**config.mk**
```make
export PLATFORM = sky130hd
export DESIGN_NAME = bounded_array_list_unit
export DESIGN_NICKNAME = d
export VERILOG_FILES = /design/src/design/bal_pkg.sv /design/src/design/bal_front.sv /design/src/design/bal_queue.sv /design/src/design/bal_back.sv /design/src/design/bounded_array_list_unit.sv
export SDC_FILE = /design/constraint.sdc
export NUM_CORES = 1
export LEC_CHECK = 0
export ABC_AREA = 1
export BUFFER_PORTS_ARGS = -buffer_cell sky130_fd_sc_hd__buf_2
export CORE_UTILIZATION = 55
export DETAILED_ROUTE_END_ITERATION = 8
export PLACE_DENSITY = 0.75
export SLEW_MARGIN = 20
export SYNTH_ARGS = -nofsm -noshare
export SYNTH_HDL_FRONTEND = slang
export SYNTH_SLANG_ARGS = --single-unit
```
**constraint.sdc**
```tcl
create_clock -name clk -period 4.4 [get_ports clk]
set_clock_uncertainty 0.15 [all_clocks]
set_input_delay 0 -clock clk [delete_from_list [all_inputs] [get_ports clk]]
set_output_delay 0 -clock clk [all_outputs]
set_load 0.005 [all_outputs]
```
**src/design/bal_pkg.sv**
```systemverilog
`default_nettype none

package bal_pkg;

  // Default list capacity and the largest capacity the command format can carry.
  localparam int CAPACITY_DEFAULT = 16;
  localparam int CAP_LIMIT = 64;
  localparam int CNT_LIM_W = $clog2(CAP_LIMIT + 1);

  // Payload field widths.
  localparam int OP_W = 3;
  localparam int POS_W = 4;
  localparam int VAL_W = 32;
  localparam int STATUS_W = 2;
  localparam int TOTAL_W = 36;
  localparam int FILL_W = 5;

  // Depth of the command queue between the front and the back.
  localparam int QUEUE_DEPTH = 2;
  localparam int QPTR_W = $clog2(QUEUE_DEPTH);
  localparam int QCNT_W = $clog2(QUEUE_DEPTH + 1);

  typedef enum logic [OP_W-1:0] {
    OP_APPEND = 3'd0,
    OP_LIST   = 3'd1,
    OP_SUM    = 3'd2,
    OP_DELETE = 3'd3,
    OP_EDIT   = 3'd4,
    OP_CLEAR  = 3'd5
  } op_t;

  typedef enum logic [STATUS_W-1:0] {
    ST_OK     = 2'd0,
    ST_FULL   = 2'd1,
    ST_BADPOS = 2'd2
  } status_t;

  // Work the back end has to carry out for one request.
  typedef enum logic [2:0] {
    K_REPORT,
    K_APPEND,
    K_LIST,
    K_SUM,
    K_DELETE,
    K_EDIT
  } cmd_kind_t;

  typedef enum logic [2:0] {
    BS_IDLE,
    BS_EXEC,
    BS_LIST,
    BS_SUM,
    BS_SHIFT,
    BS_FINISH
  } back_state_t;

  typedef struct packed {
    logic [OP_W-1:0]         operation;
    logic [POS_W-1:0]        position;
    logic signed [VAL_W-1:0] new_value;
  } in_t;

  typedef struct packed {
    logic [STATUS_W-1:0]       status;
    logic signed [VAL_W-1:0]   element;
    logic                      element_valid;
    logic signed [TOTAL_W-1:0] total;
    logic [FILL_W-1:0]         fill_count;
    logic                      last;
  } out_t;

  typedef struct packed {
    cmd_kind_t               kind;
    status_t                 status;
    logic [POS_W-1:0]        pos;
    logic signed [VAL_W-1:0] value;
    logic [CNT_LIM_W-1:0]    cnt;
    logic [CNT_LIM_W-1:0]    cnt_after;
  } cmd_t;

endpackage

`default_nettype wire

```
**src/design/bal_front.sv**
```systemverilog
`default_nettype none

module bal_front #(
  parameter int CAPACITY = bal_pkg::CAPACITY_DEFAULT
) (
  input  wire logic        clk,
  input  wire logic        rst_n,
  input  wire logic        in_valid,
  output logic             in_ready,
  input  wire bal_pkg::in_t in_data,
  input  wire logic        q_full,
  output logic             push,
  output bal_pkg::cmd_t    push_data
);

  localparam int CW = $clog2(CAPACITY + 1);

  logic [CW-1:0] count_r;
  logic [CW-1:0] count_nxt;
  logic          is_full;
  logic          pos_ok;

  assign in_ready = !q_full;
  assign push = in_valid && in_ready;

  assign is_full = (count_r == CW'(CAPACITY));
  assign pos_ok = (bal_pkg::CNT_LIM_W'(in_data.position) < bal_pkg::CNT_LIM_W'(count_r));

  // The front keeps its own copy of the fill count, so it can judge each request
  // without waiting for the back end to finish earlier ones.
  always_comb begin
    count_nxt = count_r;
    push_data.kind = bal_pkg::K_REPORT;
    push_data.status = bal_pkg::ST_OK;
    push_data.pos = in_data.position;
    push_data.value = in_data.new_value;
    push_data.cnt = bal_pkg::CNT_LIM_W'(count_r);
    case (in_data.operation)
      bal_pkg::OP_APPEND: begin
        if (is_full) begin
          push_data.status = bal_pkg::ST_FULL;
        end else begin
          push_data.kind = bal_pkg::K_APPEND;
          count_nxt = count_r + CW'(1);
        end
      end
      bal_pkg::OP_LIST: begin
        if (count_r != '0) begin
          push_data.kind = bal_pkg::K_LIST;
        end
      end
      bal_pkg::OP_SUM: begin
        if (count_r != '0) begin
          push_data.kind = bal_pkg::K_SUM;
        end
      end
      bal_pkg::OP_DELETE: begin
        if (pos_ok) begin
          push_data.kind = bal_pkg::K_DELETE;
          count_nxt = count_r - CW'(1);
        end else begin
          push_data.status = bal_pkg::ST_BADPOS;
        end
      end
      bal_pkg::OP_EDIT: begin
        if (pos_ok) begin
          push_data.kind = bal_pkg::K_EDIT;
        end else begin
          push_data.status = bal_pkg::ST_BADPOS;
        end
      end
      bal_pkg::OP_CLEAR: begin
        count_nxt = '0;
      end
      default: begin
        count_nxt = count_r;
      end
    endcase
    push_data.cnt_after = bal_pkg::CNT_LIM_W'(count_nxt);
  end

  always_ff @(posedge clk) begin
    if (!rst_n) begin
      count_r <= '0;
    end else if (push) begin
      count_r <= count_nxt;
    end
  end

endmodule

`default_nettype wire

```
**src/design/bal_queue.sv**
```systemverilog
`default_nettype none

module bal_queue (
  input  wire logic          clk,
  input  wire logic          rst_n,
  input  wire logic          push,
  input  wire bal_pkg::cmd_t push_data,
  input  wire logic          pop,
  output bal_pkg::cmd_t      pop_data,
  output logic               q_full,
  output logic               q_empty
);

  bal_pkg::cmd_t                 slot_r [bal_pkg::QUEUE_DEPTH];
  logic [bal_pkg::QPTR_W-1:0]    wptr_r;
  logic [bal_pkg::QPTR_W-1:0]    rptr_r;
  logic [bal_pkg::QCNT_W-1:0]    fill_r;

  assign q_full = (fill_r == bal_pkg::QCNT_W'(bal_pkg::QUEUE_DEPTH));
  assign q_empty = (fill_r == '0);
  assign pop_data = slot_r[rptr_r];

  always_ff @(posedge clk) begin
    if (push) begin
      slot_r[wptr_r] <= push_data;
    end
  end

  always_ff @(posedge clk) begin
    if (!rst_n) begin
      wptr_r <= '0;
      rptr_r <= '0;
      fill_r <= '0;
    end else begin
      if (push) begin
        wptr_r <= wptr_r + bal_pkg::QPTR_W'(1);
      end
      if (pop) begin
        rptr_r <= rptr_r + bal_pkg::QPTR_W'(1);
      end
      if (push && !pop) begin
        fill_r <= fill_r + bal_pkg::QCNT_W'(1);
      end else if (pop && !push) begin
        fill_r <= fill_r - bal_pkg::QCNT_W'(1);
      end
    end
  end

endmodule

`default_nettype wire

```
**src/design/bal_back.sv**
```systemverilog
`default_nettype none

module bal_back #(
  parameter int CAPACITY = bal_pkg::CAPACITY_DEFAULT
) (
  input  wire logic          clk,
  input  wire logic          rst_n,
  input  wire logic          q_empty,
  input  wire bal_pkg::cmd_t pop_data,
  output logic               pop,
  output logic               out_valid,
  input  wire logic          out_ready,
  output bal_pkg::out_t      out_data
);

  localparam int CW = $clog2(CAPACITY + 1);
  localparam int AW = $clog2(CAPACITY);

  bal_pkg::back_state_t state_r;
  bal_pkg::back_state_t state_nxt;
  bal_pkg::cmd_t        cmd_r;
  bal_pkg::cmd_t        cmd_nxt;
  logic [CW-1:0]        idx_r;
  logic [CW-1:0]        idx_nxt;
  logic signed [bal_pkg::TOTAL_W-1:0] acc_r;
  logic signed [bal_pkg::TOTAL_W-1:0] acc_nxt;
  bal_pkg::out_t        out_r;
  logic                 out_valid_r;

  logic [bal_pkg::VAL_W-1:0] mem [CAPACITY];
  logic [bal_pkg::VAL_W-1:0] rd_data_r;
  logic                      mem_we;
  logic [AW-1:0]             mem_wa;
  logic [bal_pkg::VAL_W-1:0] mem_wd;
  logic                      rd_en;
  logic [AW-1:0]             rd_addr;

  logic                 out_free;
  logic                 emit;
  bal_pkg::out_t        emit_data;
  logic [CW-1:0]        cnt;
  logic [CW-1:0]        pos_p1;
  logic [CW-1:0]        idx_p1;
  logic [CW-1:0]        idx_m1;

  assign out_free = !out_valid_r || out_ready;
  assign cnt = cmd_r.cnt[CW-1:0];
  assign pos_p1 = CW'(cmd_r.pos) + CW'(1);
  assign idx_p1 = idx_r + CW'(1);
  assign idx_m1 = idx_r - CW'(1);

  always_comb begin
    state_nxt = state_r;
    case (state_r)
      bal_pkg::BS_IDLE: begin
        if (!q_empty) begin
          state_nxt = bal_pkg::BS_EXEC;
        end
      end
      bal_pkg::BS_EXEC: begin
        case (cmd_r.kind)
          bal_pkg::K_LIST: state_nxt = bal_pkg::BS_LIST;
          bal_pkg::K_SUM: state_nxt = bal_pkg::BS_SUM;
          bal_pkg::K_DELETE: begin
            state_nxt = (pos_p1 == cnt) ? bal_pkg::BS_FINISH : bal_pkg::BS_SHIFT;
          end
          default: state_nxt = bal_pkg::BS_FINISH;
        endcase
      end
      bal_pkg::BS_LIST: begin
        if (out_free && idx_r == cnt) begin
          state_nxt = bal_pkg::BS_IDLE;
        end
      end
      bal_pkg::BS_SUM: begin
        if (idx_r == cnt) begin
          state_nxt = bal_pkg::BS_FINISH;
        end
      end
      bal_pkg::BS_SHIFT: begin
        if (idx_p1 == cnt) begin
          state_nxt = bal_pkg::BS_FINISH;
        end
      end
      bal_pkg::BS_FINISH: begin
        if (out_free) begin
          state_nxt = bal_pkg::BS_IDLE;
        end
      end
      default: state_nxt = bal_pkg::BS_IDLE;
    endcase
  end

  always_comb begin
    pop = 1'b0;
    cmd_nxt = cmd_r;
    idx_nxt = idx_r;
    acc_nxt = acc_r;
    mem_we = 1'b0;
    mem_wa = idx_r[AW-1:0];
    mem_wd = cmd_r.value;
    rd_en = 1'b0;
    rd_addr = idx_r[AW-1:0];
    emit = 1'b0;
    emit_data.status = cmd_r.status;
    emit_data.element = '0;
    emit_data.element_valid = 1'b0;
    emit_data.total = acc_r;
    emit_data.fill_count = cmd_r.cnt_after[bal_pkg::FILL_W-1:0];
    emit_data.last = 1'b1;
    case (state_r)
      bal_pkg::BS_IDLE: begin
        pop = !q_empty;
        if (!q_empty) begin
          cmd_nxt = pop_data;
        end
      end
      bal_pkg::BS_EXEC: begin
        acc_nxt = '0;
        case (cmd_r.kind)
          bal_pkg::K_APPEND: begin
            mem_we = 1'b1;
            mem_wa = cnt[AW-1:0];
          end
          bal_pkg::K_EDIT: begin
            mem_we = 1'b1;
            mem_wa = AW'(cmd_r.pos);
          end
          bal_pkg::K_LIST, bal_pkg::K_SUM: begin
            rd_en = 1'b1;
            rd_addr = '0;
            idx_nxt = CW'(1);
          end
          bal_pkg::K_DELETE: begin
            rd_en = (pos_p1 != cnt);
            rd_addr = pos_p1[AW-1:0];
            idx_nxt = pos_p1;
          end
          default: begin
            rd_en = 1'b0;
          end
        endcase
      end
      bal_pkg::BS_LIST: begin
        // The entry already read goes out while the next one is fetched.
        if (out_free) begin
          emit = 1'b1;
          emit_data.element = rd_data_r;
          emit_data.element_valid = 1'b1;
          emit_data.total = '0;
          emit_data.last = (idx_r == cnt);
          if (idx_r != cnt) begin
            rd_en = 1'b1;
            idx_nxt = idx_p1;
          end
        end
      end
      bal_pkg::BS_SUM: begin
        acc_nxt = acc_r + {{(bal_pkg::TOTAL_W - bal_pkg::VAL_W){rd_data_r[bal_pkg::VAL_W-1]}},
                           rd_data_r};
        if (idx_r != cnt) begin
          rd_en = 1'b1;
          idx_nxt = idx_p1;
        end
      end
      bal_pkg::BS_SHIFT: begin
        mem_we = 1'b1;
        mem_wa = idx_m1[AW-1:0];
        mem_wd = rd_data_r;
        if (idx_p1 != cnt) begin
          rd_en = 1'b1;
          rd_addr = idx_p1[AW-1:0];
          idx_nxt = idx_p1;
        end
      end
      bal_pkg::BS_FINISH: begin
        emit = out_free;
      end
      default: begin
        emit = 1'b0;
      end
    endcase
  end

  always_ff @(posedge clk) begin
    if (mem_we) begin
      mem[mem_wa] <= mem_wd;
    end
    if (rd_en) begin
      rd_data_r <= mem[rd_addr];
    end
  end

  always_ff @(posedge clk) begin
    cmd_r <= cmd_nxt;
    idx_r <= idx_nxt;
    acc_r <= acc_nxt;
    if (emit) begin
      out_r <= emit_data;
    end
  end

  always_ff @(posedge clk) begin
    if (!rst_n) begin
      state_r <= bal_pkg::BS_IDLE;
      out_valid_r <= 1'b0;
    end else begin
      state_r <= state_nxt;
      if (emit) begin
        out_valid_r <= 1'b1;
      end else if (out_ready) begin
        out_valid_r <= 1'b0;
      end
    end
  end

  assign out_valid = out_valid_r;
  assign out_data = out_r;

`ifndef SYNTHESIS
  a_pop_needs_data: assert property (@(posedge clk) disable iff (!rst_n)
    pop |-> !q_empty && state_r == bal_pkg::BS_IDLE)
    else $error("command taken from an empty queue or while busy");

  a_no_write_idle: assert property (@(posedge clk) disable iff (!rst_n)
    state_r == bal_pkg::BS_IDLE |-> !mem_we)
    else $error("entry store written while idle");

  a_list_index: assert property (@(posedge clk) disable iff (!rst_n)
    (state_r == bal_pkg::BS_LIST || state_r == bal_pkg::BS_SUM)
      |-> idx_r != '0 && idx_r <= cnt)
    else $error("list walk index out of range");

  a_emit_free: assert property (@(posedge clk) disable iff (!rst_n)
    out_valid_r && !out_ready |=> $stable(out_r))
    else $error("held result overwritten");

  a_list_kind: assert property (@(posedge clk) disable iff (!rst_n)
    state_r == bal_pkg::BS_LIST |-> cmd_r.kind == bal_pkg::K_LIST)
    else $error("list walk for a request that is not a list");
`endif

endmodule

`default_nettype wire

```
**src/design/bounded_array_list_unit.sv**
```systemverilog
`default_nettype none

// Bounded array list: holds up to CAPACITY signed 32-bit entries and a fill count.
// Each request carries an operation: append (status full at capacity), list (one
// result per stored entry in order, the final one marked last; a single result with
// element_valid low when empty), sum (36-bit total), delete at a position (later
// entries move down by one), edit at a position, or clear. A position at or beyond
// the fill count reports a bad position and changes nothing. Every operation but a
// non-empty list gives exactly one result. A front stage accepts and judges requests
// against its own copy of the fill count and places them in a two-entry queue; a back
// stage owns the entry store (one write and one registered read port) and walks it one
// entry per cycle while the output is not stalled. List and sum walk the stored
// entries from the first; delete moves each entry after the position down, and
// append, edit, clear and rejected requests need no walk. The store's single read
// port limits each walk to one entry at a time, and the front keeps accepting while
// the queue has room.
module bounded_array_list_unit #(
  parameter int CAPACITY = bal_pkg::CAPACITY_DEFAULT
) (
  input  wire logic          clk,
  input  wire logic          rst_n,
  input  wire logic          in_valid,
  output logic               in_ready,
  input  wire bal_pkg::in_t  in_data,
  output logic               out_valid,
  input  wire logic          out_ready,
  output bal_pkg::out_t      out_data
);

  // Judged requests on their way from the front to the back.
  bal_pkg::cmd_t push_data;
  bal_pkg::cmd_t pop_data;
  logic          push;
  logic          pop;
  logic          q_full;
  logic          q_empty;

  // The front accepts a request whenever the queue has room.
  bal_front #(
    .CAPACITY(CAPACITY)
  ) u_front (
    .clk      (clk),
    .rst_n    (rst_n),
    .in_valid (in_valid),
    .in_ready (in_ready),
    .in_data  (in_data),
    .q_full   (q_full),
    .push     (push),
    .push_data(push_data)
  );

  bal_queue u_queue (
    .clk      (clk),
    .rst_n    (rst_n),
    .push     (push),
    .push_data(push_data),
    .pop      (pop),
    .pop_data (pop_data),
    .q_full   (q_full),
    .q_empty  (q_empty)
  );

  // The back carries out one request at a time and holds each result in an output
  // register until it is taken.
  bal_back #(
    .CAPACITY(CAPACITY)
  ) u_back (
    .clk      (clk),
    .rst_n    (rst_n),
    .q_empty  (q_empty),
    .pop_data (pop_data),
    .pop      (pop),
    .out_valid(out_valid),
    .out_ready(out_ready),
    .out_data (out_data)
  );

endmodule

`default_nettype wire
```
# Word level (Yosys, flattened, before mapping)
# Memories as Yosys holds them, arrays and structs flattened. A register that Yosys moved wholly into a read port is not among the register bits.
# Index checks and enable logic that the tools add are counted.
# word_totals
regBits	131
mem_bits_rw	614
in_bits	43
out_inout_bits	79
wordCells	136
mem_count	2
# mem_list
memory	words	word_bits	rd	rd_ports_with_merged_regs	write_ports	line_no	rtl
u_back.mem	16	32	1	1	1	bal_back.sv:30	logic [bal_pkg::VAL_W-1:0] mem [CAPACITY];
u_queue.slot_r	2	51	1	1	1	bal_queue.sv:14	bal_pkg::cmd_t slot_r [bal_pkg::QUEUE_DEPTH];
# op_classes
addsub	10
order_cmp	1
n_eq_ne	31
n_mux	52
bitwise_logic	1
n_reduce_logical	25
# ops
operator	n
36-bit case mux with 2 select lines	1
37-bit two-way mux	1
36-bit adder	1
36-bit two-way mux	1
32-bit two-way mux	1
4-bit case mux with 2 select lines	4
5-bit two-way mux	5
3-bit two-way mux	7
5-bit case mux with 4 select lines	1
3-bit by 2-bit == test with 1-bit output (second input constant)	6
3-bit == test (second input constant)	6
3-bit case mux with 6 select lines	1
5-bit == test	3
1-bit two-way mux	15
5-bit != test	3
3-bit case mux with 5 select lines	1
5-bit case mux with 3 select lines	1
2-bit by 1-bit != test with 1-bit output (second input constant)	6
5-bit by 1-bit adder with 5-bit output (second input constant)	2
2-bit two-way mux	5
5-bit case mux with 2 select lines	1
3-bit by 1-bit == test with 1-bit output (second input constant)	3
3-bit case mux with 3 select lines	1
3-bit logical NOT	2
other kinds (27)	42

# Logic depth before layout (Yosys ltp)
# Gate-level depths: netlist of run 1.
# depth
word_depth	7
depth_mapped	21
depth_no_buf	18

# Cells and area by module
# From an unflattened synthesis of run 1, not the netlist that was laid out.
# unflattened
hier_cells	3609
area_unflattened_um2	38730.9
# modules_own_cells
mod	instances	cells_per_inst	area_per_inst_um2	seq_area_each_um2
bal_back	1	3233	33226.9	21490.6
bal_queue	1	206	4449.3	3403.3
bal_front	1	170	1054.8	100.1

# Least setup slack after synthesis of run 1
# No wires, ideal clock.
# synth_path
path_type	reg-to-reg
from	register u_back.state_r[1]
to	register u_back.out_r (netlist bit u_back.out_data[0]) (enable)
setup_time_ns	0.514
t_arrival_ns	4.131
required_ns	3.736
setup_slack_ns	-0.395
path_stages_with_launch	6
path_buffers	0
period_less_slack_ns	4.795
cell_sequence	dfxtp_1 > inv_1 > nor3_1 > inv_1 > o21a_1 > nor2_1
# synth_between
elab_chain_len	2
word_cells_on_any_way	3
classes_between	2 x eq/ne; 1 x mux
# synth_lines
item	line_no	rtl
start, declared	bal_back.sv:19	bal_pkg::back_state_t state_r;
start signal, assigned	bal_back.sv:205	state_r <= bal_pkg::BS_IDLE;
start signal, assigned	bal_back.sv:208	state_r <= state_nxt;
3-bit == test or 3-bit by 2-bit == test with 1-bit output (tied branches)	bal_back.sv:111	case (state_r)
1-bit case mux with 2 select lines *	bal_back.sv:111	
net u_back.emit	bal_back.sv:39	logic emit;
end signal, assigned	bal_back.sv:199	out_r <= emit_data;
end, declared	bal_back.sv:27	bal_pkg::out_t out_r;
# Mark *: on every way through the listed nets, which the timed path passes. The rest lies on a longest branch.
# A chain may end at the register's enable or synchronous reset.

# Worst setup path in the final report of run 1
# layout_path
from	register u_back.idx_r[0]
to	register u_back.rd_data_r[8] (netlist name), read port of u_back.mem, data pin
# layout_between
elab_chain_len	4
word_cells_on_any_way	10
classes_between	1 x add/sub; 2 x eq/ne; 7 x mux
# layout_lines
item	line_no	rtl
start, declared	bal_back.sv:23	logic [CW-1:0] idx_r;
start signal, assigned	bal_back.sv:196	idx_r <= idx_nxt;
5-bit by 1-bit adder with 5-bit output or 5-bit != test (tied branches)	bal_back.sv:49, bal_back.sv:152, bal_back.sv:161	
5-bit != test or 1-bit two-way mux (tied branches)	bal_back.sv:170, bal_back.sv:152, bal_back.sv:161	
1-bit two-way mux (tied with other cells)	bal_back.sv:170	if (idx_p1 != cnt) begin
1-bit case mux with 4 select lines or 4-bit case mux with 2 select lines (tied branches)	bal_back.sv:111	
end, declared	bal_back.sv:31	logic [bal_pkg::VAL_W-1:0] rd_data_r;
# Parallel ways exist; a longest one is shown, timed or not.

==> out/results.txt, run 1 <==
Cells with a size suffix above 1 make up 9.93% of the layout. Once the clock tree was built, the setup fixing pass inserted 0 buffers. The number of buffers and inverters on the critical path is 4. The required time of the critical path is 4.65 ns, and the length in cells of the worst reg-to-reg path is 17. The remaining global-route overflow was 0; the layout filler cell count was 4904. The sink of the worst hold path is u_back.out_valid.

The total number of placement rows is 94. After synthesis the netlist holds a flip-flop and latch count of 828. Most frequent standard cell in the layout excluding fill and tap cells: sky130_fd_sc_hd__nand2_1.

At the pin with the least slew margin, the transition time is 1.08 ns. Final count of negative-setup-slack endpoints: 0. The startpoint identified for the worst hold timing path is rst_n.

Detailed placement ended at an HPWL of 54600 µm. After detailed placement, the design holds a cell count of 4333. Timing analysis after detailed placement gives a worst setup slack of 0.739 ns.

The multi-input combinational cells in the finished layout cover a total of 0.00985 mm². In this run the horizontal extent of the chip is 260 µm. Walking the worst path, the cells encountered are inv_2, ha_1, inv_1, nand2_1, nand2_1, nor2_1, nand3_1, nor2_4, nand3_1, nand3_4, buf_12, buf_12, nand3_1, nand3_1, nand3_1, nand3_1, nand2_1. The kind of critical path was flip-flop to flip-flop. The worst path in the final design needs a cycle of 3.69 ns, including I/O delays and setup.

The flow ran to the end, and the final reports show no timing, DRC or antenna violations. Dividing the detail-routed wire length by the instance count gives 20.3 µm. The number of port buffers works out to 121.

The total area inside the core boundary comes to 0.0657 mm². The dominant delay contributor by cell family on the critical path was simple AND/OR/NAND/NOR gates. The final cell count without fillers was 4561; the leakage power of the design was 17.0 nW.

The run gives 3 as the buffer levels on the longest clock path. The tools report the startpoint type of the worst setup path as a flip-flop. Data arrives at the worst endpoint at 3.94 ns. Initial cell density of the core: 55.6%. The hold violation count in the final report was 0; the number of vias per cell was 5.65.

The run gives 136 as the maximum number of pins on one net before global-route repair. The detail route stage leaves a number of antenna-violating nets equal to 0. In this run, the number of DRC markers left after iteration 0 of detailed routing was 3285. The max-slew violation count was 0; the utilization after layout was 64.0%. After layout, the worst path uses 83.9% of the clock period. Peak per-stage delay on the critical path: 0.57 ns. The maximum fanout along the worst path was 82; the worst hold slack after final layout was 0.120 ns. At the end of routability-driven placement, the weighted congestion stood at 0.939.

Summing over every cut layer, the via total after detailed routing is 25800. The clock edge transition at the registers on the reported setup and hold paths came out at 0.07 ns. In this run the critical register-to-register path is launched from u_back.idx_r[0]. The top cell types in the final layout, fill and taps aside, are sky130_fd_sc_hd__nand2_1 (897), sky130_fd_sc_hd__edfxtp_1 (815), sky130_fd_sc_hd__nand3_1 (548), sky130_fd_sc_hd__inv_1 (382), sky130_fd_sc_hd__nor2_1 (172). The tool flagged a number of max-cap violations equal to 0. The endpoint identified for the worst register-to-register timing path is u_back.rd_data_r[8].

The CTS sink count was 828. The height of the die works out to 260 µm. The netlist uses 45 different library cells. TritonCTS built the clock tree. For the final routed database, the setup TNS stands at 0 ns. For this run, the total global-route usage over all layers was measured as 27.6%. The clock reaches the later pin of the worst-skew pair after 0.64 ns. Setup slack closes at 0.709 ns. From synthesis to final layout, the design area changed by 15.2%. The area enclosed by the die boundary was 0.0675 mm²; the power per unit of standard cell area was 806 mW/mm².

The run gives 6 as the number of detailed-route iterations in the first pass. The wire length of the first global-routing pass came out at 142000 µm. Of the synthesized area, sequential elements account for 67.7%. In this run the worst hold path is classified as input port to flip-flop. The H-tree was split into 3 levels. The number of nets in the final layout was 3723. For the initial antenna violation count, the log shows 0. For this design, the slowest cell found on the critical path is sky130_fd_sc_hd__edfxtp_1. The run gives 122 as the I/O pin count. IR analysis of the VDD net gives a maximum drop of 0.726 mV.

In the routed design, unresolved DRC markers number 0. The run gives 0.71 ns as the worst setup slack for register-to-register paths. The root buffer selected by CTS was sky130_fd_sc_hd__clkbuf_16. The average instance area after synthesis came out at 10.7 µm². In this run the tightest slew margin relative to its limit is 27.5%. The count of synthesis-stage warnings from yosys was 0.

The repair_antennas step left the layout with diodes totalling 0. The number of clock buffers added by TritonCTS is 81. The achievable frequency is 271 MHz, and the net count after synthesis is 3517. Wires add up to 92800 µm.

Setup repair after global routing left no endpoint under its margin. The worst hold path depth works out to 4. Counting every instance in the synthesized netlist gives 3429.

The tools report the endpoint type of the worst setup path as a flip-flop. The most numerous cell type found on the critical path is sky130_fd_sc_hd__nand3_1. The sequential cell area is 0.0247 mm². The tools report the number of global-route vias before repair as 25200. The mapped netlist covers 0.0366 mm².
## state kept, by name, summed over array words and instances, names as in the netlist
name / cells
u_back.mem: 512
u_queue.slot_r: 102
u_back.out_data: 77
u_back.cmd_r: 51
u_back.acc_r: 36
u_back.rd_data_r: 32
u_back.idx_r: 5
u_front.count_r: 5
u_back.state_r: 3
u_queue.fill_r: 2
u_back.out_valid: 1
u_queue.rptr_r: 1
u_queue.wptr_r: 1
## cell usage after synthesis
| cell type | instances | share of area [%] |
|---|---|---|
| sky130_fd_sc_hd__o21ai_2 | 1 | 0.024 |
| sky130_fd_sc_hd__o21bai_1 | 4 | 0.082 |
| sky130_fd_sc_hd__nand3_1 | 548 | 7.5 |
| sky130_fd_sc_hd__inv_2 | 5 | 0.051 |
| sky130_fd_sc_hd__fa_1 | 1 | 0.055 |
| sky130_fd_sc_hd__edfxtp_1 | 815 | 67 |
| sky130_fd_sc_hd__o31ai_1 | 1 | 0.021 |
| sky130_fd_sc_hd__a21o_1 | 4 | 0.082 |
| sky130_fd_sc_hd__nor4_1 | 3 | 0.051 |
| sky130_fd_sc_hd__a21boi_0 | 5 | 0.10 |
| sky130_fd_sc_hd__or2_2 | 1 | 0.017 |
| sky130_fd_sc_hd__nand3_2 | 1 | 0.027 |
| sky130_fd_sc_hd__o211ai_1 | 6 | 0.12 |
| sky130_fd_sc_hd__clkbuf_1 | 56 | 0.57 |
| sky130_fd_sc_hd__nor3_1 | 14 | 0.19 |
| sky130_fd_sc_hd__buf_1 | 14 | 0.14 |
| sky130_fd_sc_hd__nand4_1 | 10 | 0.17 |
| sky130_fd_sc_hd__nand3b_1 | 64 | 1.3 |
| sky130_fd_sc_hd__a21oi_1 | 90 | 1.2 |
| sky130_fd_sc_hd__nor2_4 | 2 | 0.062 |
| sky130_fd_sc_hd__o22ai_1 | 3 | 0.051 |
| sky130_fd_sc_hd__nor2_1 | 193 | 2.0 |
| sky130_fd_sc_hd__nor3b_1 | 1 | 0.021 |
| sky130_fd_sc_hd__o221a_2 | 1 | 0.031 |
| sky130_fd_sc_hd__o21a_1 | 7 | 0.14 |
| sky130_fd_sc_hd__buf_4 | 9 | 0.18 |
| sky130_fd_sc_hd__xnor2_1 | 2 | 0.048 |
| sky130_fd_sc_hd__xor2_1 | 8 | 0.19 |
| sky130_fd_sc_hd__nand2_2 | 5 | 0.086 |
| sky130_fd_sc_hd__a31oi_1 | 5 | 0.086 |
| sky130_fd_sc_hd__nor2_2 | 1 | 0.017 |
| sky130_fd_sc_hd__buf_2 | 85 | 1.2 |
| sky130_fd_sc_hd__a22oi_2 | 1 | 0.034 |
| sky130_fd_sc_hd__o221ai_1 | 3 | 0.072 |
| sky130_fd_sc_hd__clkinv_1 | 4 | 0.041 |
| sky130_fd_sc_hd__o2111ai_1 | 2 | 0.048 |
| sky130_fd_sc_hd__nand2_1 | 899 | 9.2 |
| sky130_fd_sc_hd__a221oi_1 | 2 | 0.048 |
| sky130_fd_sc_hd__o21ai_0 | 108 | 1.5 |
| sky130_fd_sc_hd__o311ai_0 | 1 | 0.024 |
| sky130_fd_sc_hd__a21oi_2 | 2 | 0.048 |
| sky130_fd_sc_hd__inv_1 | 382 | 3.9 |
| sky130_fd_sc_hd__ha_1 | 44 | 1.5 |
| sky130_fd_sc_hd__dfxtp_1 | 13 | 0.71 |
| sky130_fd_sc_hd__a211oi_1 | 3 | 0.062 |
## metrics by stage
stage,power (W),area (µm²)
2_1_floorplan,0.0220,36600
3_3_place_gp,0.0266,38600
3_5_place_dp,0.0268,38600
4_1_cts,0.0338,42100
5_1_grt,0.0360,42100
6_report,0.0339,42100
## power by group
| part | internal (W) | switching (W) |
|---|---|---|
| registers | 0.0114 | 0.000858 |
| clock network | 0.00397 | 0.00293 |
| logic | 0.00431 | 0.0105 |
| total | 0.0196 | 0.0143 |
## cell families (layout without fill, tap and decap cells)
family	after synthesis	after routing	share of synthesized area, %
adders and majority gates	45	45	1.56
DFF	828	828	67.7
AOI/OAI and AO/OA	249	249	3.79
buffers and inverters	555	823	6.08
xor gates and xnor gates	10	10	0.240
and+or+nand+nor	1742	1742	20.7
## worst reg2reg max path, stage by stage (launching register included)
cell,delay [ns]
sky130_fd_sc_hd__edfxtp_1,0.57
sky130_fd_sc_hd__inv_2,0.15
sky130_fd_sc_hd__ha_1,0.36
sky130_fd_sc_hd__inv_1,0.06
sky130_fd_sc_hd__nand2_1,0.06
sky130_fd_sc_hd__nand2_1,0.05
sky130_fd_sc_hd__nor2_1,0.09
sky130_fd_sc_hd__nand3_1,0.15
sky130_fd_sc_hd__nor2_4,0.16
sky130_fd_sc_hd__nand3_1,0.13
sky130_fd_sc_hd__nand3_4,0.17
sky130_fd_sc_hd__buf_12,0.32
sky130_fd_sc_hd__buf_12,0.45
sky130_fd_sc_hd__nand3_1,0.21
sky130_fd_sc_hd__nand3_1,0.12
sky130_fd_sc_hd__nand3_1,0.11
sky130_fd_sc_hd__nand3_1,0.10
sky130_fd_sc_hd__nand2_1,0.06
## area by class of cell
cell class / instances / area share, %
inverter: 391 / 3.49
tap: 864 / 2.57
sequential: 828 / 58.7
multi-input combinational: 2046 / 23.4
timing repair buffer: 287 / 5.56
clock inverter: 48 / 1.14
clock buffer: 97 / 5.11
## worst max-delay path by stage
stage	startpoint	slack (ns)	endpoint	cells past startpoint
2_1_floorplan	u_back.state_r[0]	0.04	u_queue.fill_r[1]	9
3_3_place_gp	u_back.idx_r[0]	0.77	u_back.rd_data_r[1]	17
3_5_place_dp	u_back.idx_r[0]	0.74	u_back.rd_data_r[1]	17
4_1_cts	u_back.idx_r[0]	0.71	u_back.rd_data_r[1]	17
5_1_grt	u_back.idx_r[0]	0.47	u_back.rd_data_r[14]	17
6_report	u_back.idx_r[0]	0.71	u_back.rd_data_r[8]	17
## timing repair
action / 4_1_cts / 5_1_grt
hold endpoints to repair: 115 / 0
hold buffers: 82 / 0
resized for setup: 0 / 0
setup endpoints to repair: 0 / 0
## routing by layer
layer	wire [µm]	global-route usage, %	up-vias
met2	44300	44.8	1207
met3	7450	4.13	224
met5	0	0	-
met1	36700	36.9	12300
li1	-	-	12100
met4	4270	12.5	0
No activity file was read; power rests on OpenSTA's default activity.
==> inputs of run 2 (changes only) <==
Clock period 4.4 ns to 3.35 ns, I/O delays scaled along.
==> out/results.txt, run 2 (synthesis results as in run 1) <==
Proportion of layout cells with a drive suffix above 1: 11.5% (was 9.93%). The cell-internal power was 0.0268 W (was 0.0196 W); the number of port buffers was 121 (unchanged). For the wire length of the first global-routing pass, the log shows 144000 µm (was 142000 µm). The run gives 83 (was 81) as the number of CTS-inserted buffers. The cell count after placement is 4374 (was 4333), and the final period utilization is 94.5% (was 83.9%). Register name with the most flops: u_back.mem (unchanged). The net switching power is 0.0197 W (was 0.0143 W), and the routed length per placed instance is 21.2 µm (was 20.3 µm). The required time of the critical path was 3.59 ns (was 4.65 ns). The tools report the headroom to the max-slew limit as 51.7% (was 27.5%). Relative contribution of sequential cells to total power: 34.2% (was 36.0%).

The beginning of the worst hold path was rst_n (unchanged). For the count of antenna-violating nets left after detailed routing, the log shows 0 (unchanged). Dominant delay contributor by cell family on the critical path: simple AND/OR/NAND/NOR gates (unchanged). The clock edge transition at the registers on the reported setup and hold paths was 0.07 ns (about the same). The tools report the endpoint type of the worst setup path as a flip-flop (unchanged). The number of global-route vias before repair was 25500 (was 25200); the number of nets in the final layout was 3776 (was 3723).

The tools report the initial cell density of the core as 55.6% (unchanged). The detailed-route DRC error count was 0 (unchanged). The buffer levels on the longest clock path was 3 (unchanged).

The startpoint type of the worst setup path is a flip-flop (unchanged). TritonCTS built the clock tree. The run gives 26400 (was 25800) as the total number of vias.

The post-place instance area is 0.0392 mm² (was 0.0386 mm²). Worst path cell trace: inv_4, ha_4, inv_1, nand2_1, nand2_1, nor2_1, nand3_2, nor2_4, nand2_1, nand2_1, nand3_4, buf_12, clkbuf_16, nand3_1, nand2_1, nand2_1, nand3_1, nand3_1, nand2_1 (was inv_2, ha_1, inv_1, nand2_1, nand2_1, nor2_1, nand3_1, nor2_4, nand3_1, nand3_4, buf_12, buf_12, nand3_1, nand3_1, nand3_1, nand3_1, nand2_1). Number of buffers and inverters on the critical path: 4 (unchanged).

The peak per-stage delay on the critical path came out at 0.46 ns (was 0.57 ns). The run gives 28.3% (was 27.6%) as the aggregate global-route resource usage. The critical register-to-register path startpoint is u_back.idx_r[0] (unchanged).

The tools report the root buffer selected by CTS as sky130_fd_sc_hd__clkbuf_16 (unchanged). The max-slew violation count came out at 0 (unchanged). The most frequent standard cell in the layout excluding fill and tap cells is sky130_fd_sc_hd__nand2_1 (unchanged).

I/O pin count: 122 (unchanged). The cell repeated most along the worst path was sky130_fd_sc_hd__nand2_1 (was sky130_fd_sc_hd__nand3_1). The switching part of the total power came out at 42.3% (was 42.1%). The sum of routed wire length over all layers is 97900 µm (was 92800 µm). The logs give 0.125 ns (was 0.739 ns) for the pre-CTS worst setup slack and 0 (unchanged) for the final count of negative-setup-slack endpoints. The final RePlAce weighted congestion is 0.963 (was 0.939).

The number of levels in the clock H-tree is 3 (unchanged). The max-cap violation count was 0 (unchanged); the hold violation count in the final report was 0 (unchanged). The leakage power of the design is 17.4 nW (was 17.0 nW).

The kind of critical path was flip-flop to flip-flop (unchanged). The type of the worst min-delay path was input port to flip-flop (unchanged). The power per unit of standard cell area was 1080 mW/mm² (was 806 mW/mm²). The logs give 94 (unchanged) for the total number of placement rows and 0.0675 mm² (unchanged) for the area enclosed by the die boundary. The final cell count without fillers came out at 4620 (was 4561). The run finished with clean final reports. The tools report the setup slack of the critical path after layout as 0.183 ns (was 0.709 ns).

Initial antenna violation count: 0 (unchanged). The final critical-path required period is 3.17 ns (was 3.69 ns), and the CTS sink count is 828 (unchanged). The placed wire-length estimate is 56700 µm (was 54600 µm).

Critical path launch point: u_back.idx_r[0] (unchanged). The logs give 0 (unchanged) for the remaining global-route overflow and 0.0657 mm² (unchanged) for the core box area. The portion of total power attributed to the clock network is 19.7% (was 20.3%).

The maximum fanout along the worst path is 60 (was 82), and the achievable frequency is 316 MHz (was 271 MHz). The transition time at the pin with the least slew margin works out to 0.723 ns (was 1.08 ns). The cell with the biggest individual delay on the critical path was sky130_fd_sc_hd__edfxtp_1 (unchanged).

Flip-flop count of the largest register after layout: 512 (unchanged). The worst setup slack for register-to-register paths is 0.18 ns (was 0.71 ns). The logs give 0.65 ns (was 0.64 ns) for the clock latency of the later-clocked register in the worst-skew pair and 0.0429 mm² (was 0.0421 mm²) for the post-route cell area. The initial detailed-routing violation count was 3021 (was 3285); the layout overhead on the synthesized area was 17.5% (was 15.2%).

The maximum number of pins on one net before global-route repair was 138 (was 136). Commonest non-fill, non-tap cells in the layout: sky130_fd_sc_hd__nand2_1 (897), sky130_fd_sc_hd__edfxtp_1 (815), sky130_fd_sc_hd__nand3_1 (547), sky130_fd_sc_hd__inv_1 (382), sky130_fd_sc_hd__nor2_1 (172) (was sky130_fd_sc_hd__nand2_1 (897), sky130_fd_sc_hd__edfxtp_1 (815), sky130_fd_sc_hd__nand3_1 (548), sky130_fd_sc_hd__inv_1 (382), sky130_fd_sc_hd__nor2_1 (172)). The height of the die was 260 µm (unchanged). The portion of total power attributed to combinational logic was 46.1% (was 43.7%). The width of the die works out to 260 µm (unchanged). The number of detailed-route iterations in the first pass came out at 6 (unchanged). The run gives 0.944 mV (was 0.726 mV) as the maximum resistive drop on vdd. The tools report the overall power consumption as 0.0465 W (was 0.0339 W). The number of vias per cell was 5.72 (was 5.65); the count of inserted antenna diode cells was 0 (unchanged). The tools report the endpoint arrival time on the critical path as 3.41 ns (was 3.94 ns).
run 2: timing repair:
item,in CTS,in global routing
setup endpoints to repair,0,37
hold buffers,81,0
hold endpoints to repair,114,0
gates resized for setup,0,10
setup buffers,0,6
run 2: per-layer routing:
metal	wire [µm]	vias to the layer above	global-route usage, %
met3	8350	233	4.20
met1	38700	12600	38.0
li1	-	12200	-
met2	47000	1332	46.3
met4	3840	0	11.8
met5	0	-	0
run 2: worst paths after layout:
| check | cells after the start | to |
|---|---|---|
| worst max-delay path | 19 | u_back.rd_data_r[9] |
| worst min-delay path | 4 | u_back.state_r[2] |
| worst max register to register | 19 | u_back.rd_data_r[9] |
| worst min register to register | 0 | u_back.out_data[75] |
run 2: per-stage QoR:
step | util, % | setup TNS [ns] | hold slack (ns)
detailed placement | 59.6 | 0 | 0.0421
global route | 65.3 | -0.00351 | 0.0894
global placement | 59.6 | 0 | 0.0371
floorplan | - | -31.84 | -0.0511
CTS | 65.0 | 0 | 0.0534
finish | 65.3 | 0 | 0.0875
run 2: area by class of cell:
type	instances	area, µm²
clock buffers	101	2180
clock inverters	52	519
fillers	4796	22800
inverters	391	1470
multi-input cells	2048	9900
flip-flops and latches	828	24700
well taps	864	1080
repair buffers	336	3070
run 2: power by group through the flow:
stage | clock network (W) | logic, W | registers, W
after floorplan | 0 | 0.0132 | 0.0157
after global placement | 0 | 0.0199 | 0.0160
after detailed placement | 0 | 0.0202 | 0.0161
after CTS | 0.00923 | 0.0205 | 0.0159
after global routing | 0.00961 | 0.0234 | 0.0160
final | 0.00918 | 0.0214 | 0.0159
run 2: worst reg2reg max path: cells and delay by family (launching register included):
family,cells,cell delay [ns]
fa+ha+maj,1,0.29
buf+inv,4,0.63
flops,1,0.46
simple gates,14,1.39
